===== src/sv/lia_pkg.sv =====
// shared constants for the look-ahead first-order iir filter
// register indexes and coefficient reset values; no dependencies
package lia_pkg;

  // width of the configuration register index
  localparam int unsigned CfgIdxW = 3;

  typedef enum logic [CfgIdxW-1:0] {
    REG_B0 = 3'd0,
    REG_C0 = 3'd1,
    REG_C1 = 3'd2,
    REG_C2 = 3'd3
  } cfg_reg_e;

  // coefficients derived from b0 = 430, b1 = 430, a1 = -163 at 2^-10 scale
  localparam int CoefB0Rst = 430;
  localparam int CoefC0Rst = 499;
  localparam int CoefC1Rst = -69;
  localparam int CoefC2Rst = 25;

endpackage


===== src/sv/lia_coef.sv =====
// coefficient register bank, written through the configuration channel
// depends on lia_pkg for register indexes and reset values
module lia_coef #(
  parameter int unsigned DATA_WIDTH = 11
) (
  input  logic                          clk_i,
  input  logic                          rst_ni,
  input  logic                          wr_en_i,
  input  logic [lia_pkg::CfgIdxW-1:0]   wr_idx_i,
  input  logic [DATA_WIDTH-1:0]         wr_data_i,
  output logic signed [DATA_WIDTH-1:0]  coef_b0_o,
  output logic signed [DATA_WIDTH-1:0]  coef_c0_o,
  output logic signed [DATA_WIDTH-1:0]  coef_c1_o,
  output logic signed [DATA_WIDTH-1:0]  coef_c2_o
);
  import lia_pkg::*;

  logic signed [DATA_WIDTH-1:0] b0_q, c0_q, c1_q, c2_q;

  always_ff @(posedge clk_i or negedge rst_ni) begin
    if (!rst_ni) begin
      b0_q <= DATA_WIDTH'(CoefB0Rst);
      c0_q <= DATA_WIDTH'(CoefC0Rst);
      c1_q <= DATA_WIDTH'(CoefC1Rst);
      c2_q <= DATA_WIDTH'(CoefC2Rst);
    end else if (wr_en_i) begin
      // indexes past the last register are dropped
      case (wr_idx_i)
        REG_B0:  b0_q <= wr_data_i;
        REG_C0:  c0_q <= wr_data_i;
        REG_C1:  c1_q <= wr_data_i;
        REG_C2:  c2_q <= wr_data_i;
        default: ;
      endcase
    end
  end

  assign coef_b0_o = b0_q;
  assign coef_c0_o = c0_q;
  assign coef_c1_o = c1_q;
  assign coef_c2_o = c2_q;

endmodule


===== src/sv/lia_core.sv =====
// filter state: node delay line, registered products and difference
// one sample per step enable; output word is formed from the current state
module lia_core #(
  parameter int unsigned DATA_WIDTH = 11
) (
  input  logic                          clk_i,
  input  logic                          rst_ni,
  input  logic                          step_i,
  input  logic [DATA_WIDTH-1:0]         sample_i,
  input  logic signed [DATA_WIDTH-1:0]  coef_b0_i,
  input  logic signed [DATA_WIDTH-1:0]  coef_c0_i,
  input  logic signed [DATA_WIDTH-1:0]  coef_c1_i,
  input  logic signed [DATA_WIDTH-1:0]  coef_c2_i,
  output logic [DATA_WIDTH:0]           y_o
);
  localparam int unsigned IntW  = DATA_WIDTH + 1;
  localparam int unsigned ProdW = 2 * DATA_WIDTH + 1;

  logic signed [IntW-1:0] node_q [3];
  logic signed [IntW-1:0] fb_q;
  logic signed [IntW-1:0] b0_line_q [2];
  logic signed [IntW-1:0] c0_q, c1_q, diff_q;

  logic signed [IntW-1:0]  node_d, diff_d;
  logic signed [ProdW-1:0] prod_fb, prod_b0, prod_c0, prod_c1;

  assign node_d  = $signed({sample_i[DATA_WIDTH-1], sample_i}) + fb_q;
  assign prod_fb = coef_c2_i * node_q[0];
  assign prod_b0 = coef_b0_i * node_q[0];
  assign prod_c0 = coef_c0_i * node_q[1];
  assign prod_c1 = coef_c1_i * node_q[2];
  assign diff_d  = c0_q - c1_q;
  assign y_o     = diff_q + b0_line_q[1];

  // arithmetic shift by DATA_WIDTH-1 then wrap is a plain part-select
  always_ff @(posedge clk_i or negedge rst_ni) begin
    if (!rst_ni) begin
      node_q[0]    <= '0;
      node_q[1]    <= '0;
      node_q[2]    <= '0;
      fb_q         <= '0;
      b0_line_q[0] <= '0;
      b0_line_q[1] <= '0;
      c0_q         <= '0;
      c1_q         <= '0;
      diff_q       <= '0;
    end else if (step_i) begin
      node_q[0]    <= node_d;
      node_q[1]    <= node_q[0];
      node_q[2]    <= node_q[1];
      fb_q         <= prod_fb[DATA_WIDTH-1 +: IntW];
      b0_line_q[0] <= prod_b0[DATA_WIDTH-1 +: IntW];
      b0_line_q[1] <= b0_line_q[0];
      c0_q         <= prod_c0[DATA_WIDTH-1 +: IntW];
      c1_q         <= prod_c1[DATA_WIDTH-1 +: IntW];
      diff_q       <= diff_d;
    end
  end

endmodule


===== src/sv/lookahead_iir_first_order_unit.sv =====
// top level of the look-ahead first-order iir filter with stream ports
// depends on lia_pkg, lia_coef and lia_core
//
// Takes one sample per clock and returns one filtered sample per input, in
// order. Each transfer loads the output register with the core output formed
// from the prior state; the output register lets a new sample in while the
// current result is taken in the same cycle, so the sustained rate is one
// sample per clock, limited only by the downstream tready. Coefficients are
// written through the cfg channel (index 0 b0, 1 c0, 2 c1, 3 c2; other
// indexes ignored) and should be changed only while the filter is idle.
module lookahead_iir_first_order_unit #(
  parameter int unsigned DATA_WIDTH = 11
) (
  input  logic                              clk_i,
  input  logic                              rst_ni,
  input  logic                              s_axis_tvalid,
  output logic                              s_axis_tready,
  // sample_in
  input  logic [((DATA_WIDTH+7)/8)*8-1:0]   s_axis_tdata,
  output logic                              m_axis_tvalid,
  input  logic                              m_axis_tready,
  // sample_out
  output logic [((DATA_WIDTH+8)/8)*8-1:0]   m_axis_tdata,
  input  logic                              cfg_valid_i,
  output logic                              cfg_ready_o,
  input  logic [lia_pkg::CfgIdxW-1:0]       cfg_index_i,
  input  logic [DATA_WIDTH-1:0]             cfg_data_i
);
  import lia_pkg::*;

  localparam int unsigned OutW   = DATA_WIDTH + 1;
  localparam int unsigned OutPad = ((DATA_WIDTH + 8) / 8) * 8;

  logic signed [DATA_WIDTH-1:0] coef_b0, coef_c0, coef_c1, coef_c2;
  logic                         in_xfer;
  logic [OutW-1:0]              y;
  logic                         out_valid_q, out_valid_d;
  logic [OutW-1:0]              out_data_q;

  assign cfg_ready_o   = 1'b1;
  assign s_axis_tready = !out_valid_q || m_axis_tready;
  assign in_xfer       = s_axis_tvalid && s_axis_tready;

  lia_coef #(.DATA_WIDTH(DATA_WIDTH)) u_coef (
    .clk_i     (clk_i),
    .rst_ni    (rst_ni),
    .wr_en_i   (cfg_valid_i && cfg_ready_o),
    .wr_idx_i  (cfg_index_i),
    .wr_data_i (cfg_data_i),
    .coef_b0_o (coef_b0),
    .coef_c0_o (coef_c0),
    .coef_c1_o (coef_c1),
    .coef_c2_o (coef_c2)
  );

  lia_core #(.DATA_WIDTH(DATA_WIDTH)) u_core (
    .clk_i     (clk_i),
    .rst_ni    (rst_ni),
    .step_i    (in_xfer),
    .sample_i  (s_axis_tdata[DATA_WIDTH-1:0]),
    .coef_b0_i (coef_b0),
    .coef_c0_i (coef_c0),
    .coef_c1_i (coef_c1),
    .coef_c2_i (coef_c2),
    .y_o       (y)
  );

  always_comb begin
    out_valid_d = out_valid_q;
    if (in_xfer) begin
      out_valid_d = 1'b1;
    end else if (m_axis_tready) begin
      out_valid_d = 1'b0;
    end
  end

  always_ff @(posedge clk_i or negedge rst_ni) begin
    if (!rst_ni) begin
      out_valid_q <= 1'b0;
    end else begin
      out_valid_q <= out_valid_d;
    end
  end

  always_ff @(posedge clk_i) begin
    if (in_xfer) begin
      out_data_q <= y;
    end
  end

  assign m_axis_tvalid = out_valid_q;
  assign m_axis_tdata  = OutPad'(out_data_q);

endmodule


===== config.mk =====
export PLATFORM = sky130hd
export DESIGN_NAME = lookahead_iir_first_order_unit
export DESIGN_NICKNAME = d
export VERILOG_FILES = /design/src/sv/lia_pkg.sv /design/src/sv/lia_coef.sv /design/src/sv/lia_core.sv /design/src/sv/lookahead_iir_first_order_unit.sv
export SDC_FILE = /design/constraint.sdc
export NUM_CORES = 2
export LEC_CHECK = 0
export BUFFER_PORTS_ARGS = -buffer_cell sky130_fd_sc_hd__buf_2
export CAP_MARGIN = 20
export CORE_ASPECT_RATIO = 2
export CORE_UTILIZATION = 50
export CTS_BUF_LIST = sky130_fd_sc_hd__clkbuf_16
export DETAILED_ROUTE_END_ITERATION = 16
export GPL_TIMING_DRIVEN = 0
export HOLD_SLACK_MARGIN = 0.05
export PLACE_DENSITY = 0.75
export SETUP_SLACK_MARGIN = 0.2
export SLEW_MARGIN = 20
export SYNTH_ARGS = -nofsm -noshare
export SYNTH_HDL_FRONTEND = slang
export SYNTH_SLANG_ARGS = --single-unit

===== constraint.sdc =====
create_clock -name clk_i -period 6.1 [get_ports clk_i]
set_input_delay 1.22 -clock clk_i [delete_from_list [all_inputs] [get_ports clk_i]]
set_output_delay 1.22 -clock clk_i [all_outputs]
set_load 0.005 [all_outputs]

# Yosys cells after proc, flatten, opt, wreduce, memory -nomap -nowiden
# Cells that the tools add are included.
# W data, S select, Z words.
[totals]
input_bits = 35
ff_bits = 165
wordCells = 36
out_inout_bits = 19
[classes]
add_sub_neg = 3
reduce_logical = 9
multipliers = 4
mux = 2
eq_ne = 3
[op_table]
columns = ["operator", "count"]
rows = [
  ["$mul A11 B12 Y22", 4],
  ["$add A11 B12 Y12", 1],
  ["$add A12 B12 Y12", 1],
  ["$sub A12 B12 Y12", 1],
  ["$reduce_and A2 Y1", 4],
  ["$eq A3 B2 Y1 const B", 2],
  ["$eq A3 B1 Y1 const B", 1],
  ["$logic_not A3 Y1", 1],
  ["$mux W1", 2],
  ["$reduce_bool A2 Y1", 1],
  ["$logic_and A1 B1 Y1", 1],
  ["$logic_not A1 Y1", 1],
  ["$logic_or A1 B1 Y1", 1],
]

# Depth between registers and ports, before layout
[logic_depth]
word_depth = 4
ltp_mapped = 21
mapped_depth_nobuf = 20

# Modules after synthesis
# A second synthesis with hierarchy kept.
[hier_totals]
cells_unflattened = 2703
area_unflattened_um2 = 26241.4
[modules_own_cells]
columns = ["module", "instances", "area_per_inst_um2", "seq_area_each_um2", "cells_per_inst"]
rows = [
  ["lia_core", 1, 23984.3, 2702.6, 2584],
  ["lia_coef", 1, 1798.0, 1132.3, 96],
  ["lookahead_iir_first_order_unit", 1, 459.2, 385.4, 23],
]

# Worst setup path after synthesis
# No wires, ideal clock.
[synth_timing]
kind = "register to register"
start = "register u_coef.c0_q[5], in the netlist u_coef.coef_c0_o[5]"
end = "register u_core.c0_q[11]"
t_arrival_ns = 5.314
stages_incl_launch_ff = 20
period_less_slack_ns = 5.447
t_required_ns = 5.967
n_path_buf = 1
path_slack_ns = 0.653
cell_sequence = "dfstp_2 > clkbuf_1 > nand2_1 > fa_1 > inv_1 > fa_1 > fa_1 > fa_1 > inv_1 > fa_1 > inv_1 > ha_1 > o21a_1 > o22a_1 > a31o_2 > a31oi_1 > o2111ai_1 > o31ai_1 > xnor2_1 > o21ai_0"
[synth_via]
elab_chain_len = 1
[synth_lines]
columns = ["element", "line_no", "rtl"]
rows = [
  ["start, declared", "lia_coef.sv:18", "logic signed [DATA_WIDTH-1:0] b0_q, c0_q, c1_q, c2_q;"],
  ["start signal, assigned", "lia_coef.sv:23", "c0_q <= DATA_WIDTH'(CoefC0Rst);"],
  ["start signal, assigned", "lia_coef.sv:30", "REG_C0: c0_q <= wr_data_i;"],
  ["$mul A11 B12 Y22", "lia_core.sv:30", "assign prod_c0 = coef_c0_i * node_q[1];"],
  ["end signal, assigned", "lia_core.sv:54", "c0_q <= prod_c0[DATA_WIDTH-1 +: IntW];"],
  ["end, declared", "lia_core.sv:22", "logic signed [IntW-1:0] c0_q, c1_q, diff_q;"],
]
# Every way passes these cells.
# A chain may end at the register's enable or synchronous reset.

# Worst setup path after layout
[layout_timing]
start = "register u_coef.c0_q[4], in the netlist u_coef.coef_c0_o[4]"
end = "register u_core.c0_q[3]"
# The elaborated chain is that of the path after synthesis.

==> impl_metrics.tcl <==
set metrics [dict create \
    synth_area_leader_cell "fa_1" \
    root_buffer "clkbuf_16" \
    synth_top_area_share_pct 37.2 \
    cts_tree "done" \
    worstSetupPathType "reg -> reg" \
    setup_viol 0 \
    vias 19500 \
    hold_buffers 0 \
    cts_max_level 4 \
    multi_input_area_mm2 0.0191 \
    ys_seq_area_share_pct 16.2 \
    regArea_mm2 0.00423 \
    core_area_mm2 0.0511 \
    critPathRequiredTime_ps 6430 \
    fmax_mhz 170 \
    routedWlPerCell_um 20.4 \
    drt-total-wl_um 72600 \
    via_per_inst 5.49 \
    hold_viol_final 0 \
    wl_met1_um 21500 \
    stdcell_count 3556 \
    grt_pass1_vias 21400 \
    track_usage_pct 28.9 \
    nets 3618 \
    die_h_um 324 \
    place_area_mm2 0.0271 \
    initial_core_util_pct 50.8 \
    relSlewSlack_pct 23.4 \
    top_layer "met5" \
    die_w_um 163 \
    drive_above_1_share_pct 9.76 \
    dpl.cell_count 3507 \
    drt_pass1_iterations 5 \
    ios 54 \
    area_growth_pct 8.77 \
    clk_pin_slew_worst_paths_ps 80 \
    period_share_pct 96.4 \
    synth_cell_types 62 \
    grt_max_degree 80 \
    syn_area_mm2 0.0260 \
    yosysWarnings 0 \
    tightest_slew_ps 1150 \
    io_buffers 43 \
    critPathMaxFanout 10 \
    rsz0062_at_grt "yes" \
    wl_met2_um 38800 \
    fp-row-count 117 \
    synthTopCellsByArea "fa_1, dfrtp_1, ha_1" \
    final_max_slew_viol_count 0 \
    clk_latency_ps 470 \
    gr-total-overflow 0 \
    start_kind "flip-flop" \
    cts_sinks 165 \
    fill_cells 4403 \
    cap_viol_max_count 0 \
    syn_avg_cell_area_um2 9.26 \
    fin_skew_ps 13.7 \
    synth_edf_count 12 \
    cts_inserted_buffers 17 \
    status "complete, no violations" \
    finalCriticalPeriod_ps 5880 \
    syn_inst 2804 \
    async_flop_share_pct 92.7 \
    place.gp.congestion 0.983 \
    yosys_register_bits 165 \
    place.detailed.hpwl_um 60200 \
    grt_pass1_wl_um 113000 \
    final_area_mm2 0.0282 \
    drtIter0Drc 1053 \
    die-area_mm2 0.0529 \
    postRouteAntennaNets 0 \
    drc 0 \
    hold_ws_ps 472 \
    hold_class "reg -> reg" \
    synthFlopType "dfrtp_1" \
    wl_met3_um 3340 \
    setup_tns_ps 0 \
    antenna_found_initial 2 \
    cts_buffer_depth 2 \
    worstPathArrival_ps 6210 \
    end_kind "flip-flop" \
]
[worst max-delay path, stage by stage (launching register included)]
cell and delay, ps:
dfstp_2 580, clkbuf_4 220, nand2_1 90, fa_1 540, fa_1 450, fa_1 550
inv_1 50, fa_1 480, inv_1 50, fa_1 480, inv_1 50, ha_1 350
nand4_1 140, o211ai_1 500, a21oi_1 240, o21bai_1 340, a21oi_1 160, xor2_2 350
o21ai_0 130
[sequential cells by signal (all words and copies together), names as in the netlist]
| register | flops |
|---|---|
| u_core.node_q | 36 |
| u_core.b0_line_q | 24 |
| out_data_q | 12 |
| u_core.c0_q | 12 |
| u_core.c1_q | 12 |
| u_core.diff_q | 12 |
| u_core.fb_q | 12 |
| u_coef.coef_b0_o | 11 |
| u_coef.coef_c0_o | 11 |
| u_coef.coef_c1_o | 11 |
| u_coef.coef_c2_o | 11 |
| m_axis_tvalid | 1 |
[layer usage]
metal	vias up	track usage (%)
li1	8551	-
met5	-	0
met2	718	52.2
met1	9873	26.8
met4	2	29.5
met3	371	3.46
[final cells by class]
type	instances	share of cell area [%]
clock inverters	15	0.642
clock buffers	17	1.51
plain buffers	121	2.51
repair buffers	61	1.41
diodes	2	0.0177
multi-input cells	1894	67.7
flip-flops and latches	165	15.0
inverters	627	8.35
well taps	654	2.90
[logic make-up after synthesis]
kind of cell             share of synthesized area, %
AND/OR/NAND/NOR                                  14.7
flip-flops                                       16.2
AO/OA/AOI/OAI                                    5.38
other                                          0.0289
adder cells (fa/ha/maj)                          47.5
buffers and inverters                            10.9
multiplexers                                     1.86
XOR/XNOR                                         3.37
[what timing repair did]
action	4_1_cts	5_1_grt
resized for setup	90	135
setup endpoints to repair	28	15
pin swaps	1	16
gates cloned	0	0
setup buffers	1	14
[Yosys cell counts (3+ instances only)]
library cell  instances
a2111oi_0             4
a211oi_1              5
a21boi_0              4
a21o_1               17
a21oi_1              30
a31oi_1              10
and2_1              196
and3_1               12
buf_1                 3
buf_4                 5
clkbuf_1            113
clkinv_1              4
dfrtp_1             128
dfstp_2              25
edfxtp_1             12
fa_1                483
ha_1                213
inv_1               622
mux2_2               43
nand2_1             483
nand2b_1             21
nand3_1              19
nor2_1               55
nor2b_1               5
nor3_1               16
o211ai_1             10
o21a_1               15
o21ai_0              85
o21bai_1              6
o31ai_1              13
o41ai_1               3
or2_2                 4
or3_1                 4
or4_1                 3
xnor2_1              71
xor2_1               29
[placed cells by master, fill, tap and decap left out, drive strengths merged, types with 3 or more instances in the layout]
master,count
or2,5
clkbuf,105
o31ai,13
nor2,55
nand2b,21
a211oi,6
a31oi,10
inv,633
dfstp,25
xor2,29
o211ai,10
buf,94
or4,3
or3,4
o21ai,86
fa,483
xnor2,71
ha,213
a21boi,4
mux2,43
nor3,16
o21a,15
a2111oi,4
nor2b,5
and2,196
a21o,17
conb,5
and3,12
nand3,19
clkinv,6
edfxtp,12
nand2,483
dfrtp,128
o41ai,3
o21bai,6
a21oi,30
[final timing paths]
path                                           start                   to  depth (start not counted)  slack, ps
worst min-delay path            u_core.b0_line_q[20]  u_core.b0_line_q[8]                          2        470
min in group asynchronous                     rst_ni        m_axis_tvalid                          1        710
worst max register to register   u_coef.coef_c0_o[4]       u_core.c0_q[3]                         18        220
worst min register to register  u_core.b0_line_q[20]  u_core.b0_line_q[8]                          2        470
max in group asynchronous                     rst_ni  u_coef.coef_c0_o[5]                          2       4460
worst max-delay path             u_coef.coef_c0_o[4]       u_core.c0_q[3]                         18        220
[metrics by stage]
stage	setup slack [ps]	util, %
floorplan	653	-
global placement	-468	52.9
detailed placement	-541	53.0
CTS	155	54.6
global route	-129	55.3
finish	220	55.3
Power is not shown: default switching activity piles up to over one toggle a cycle in this logic, so the estimate is an artifact.
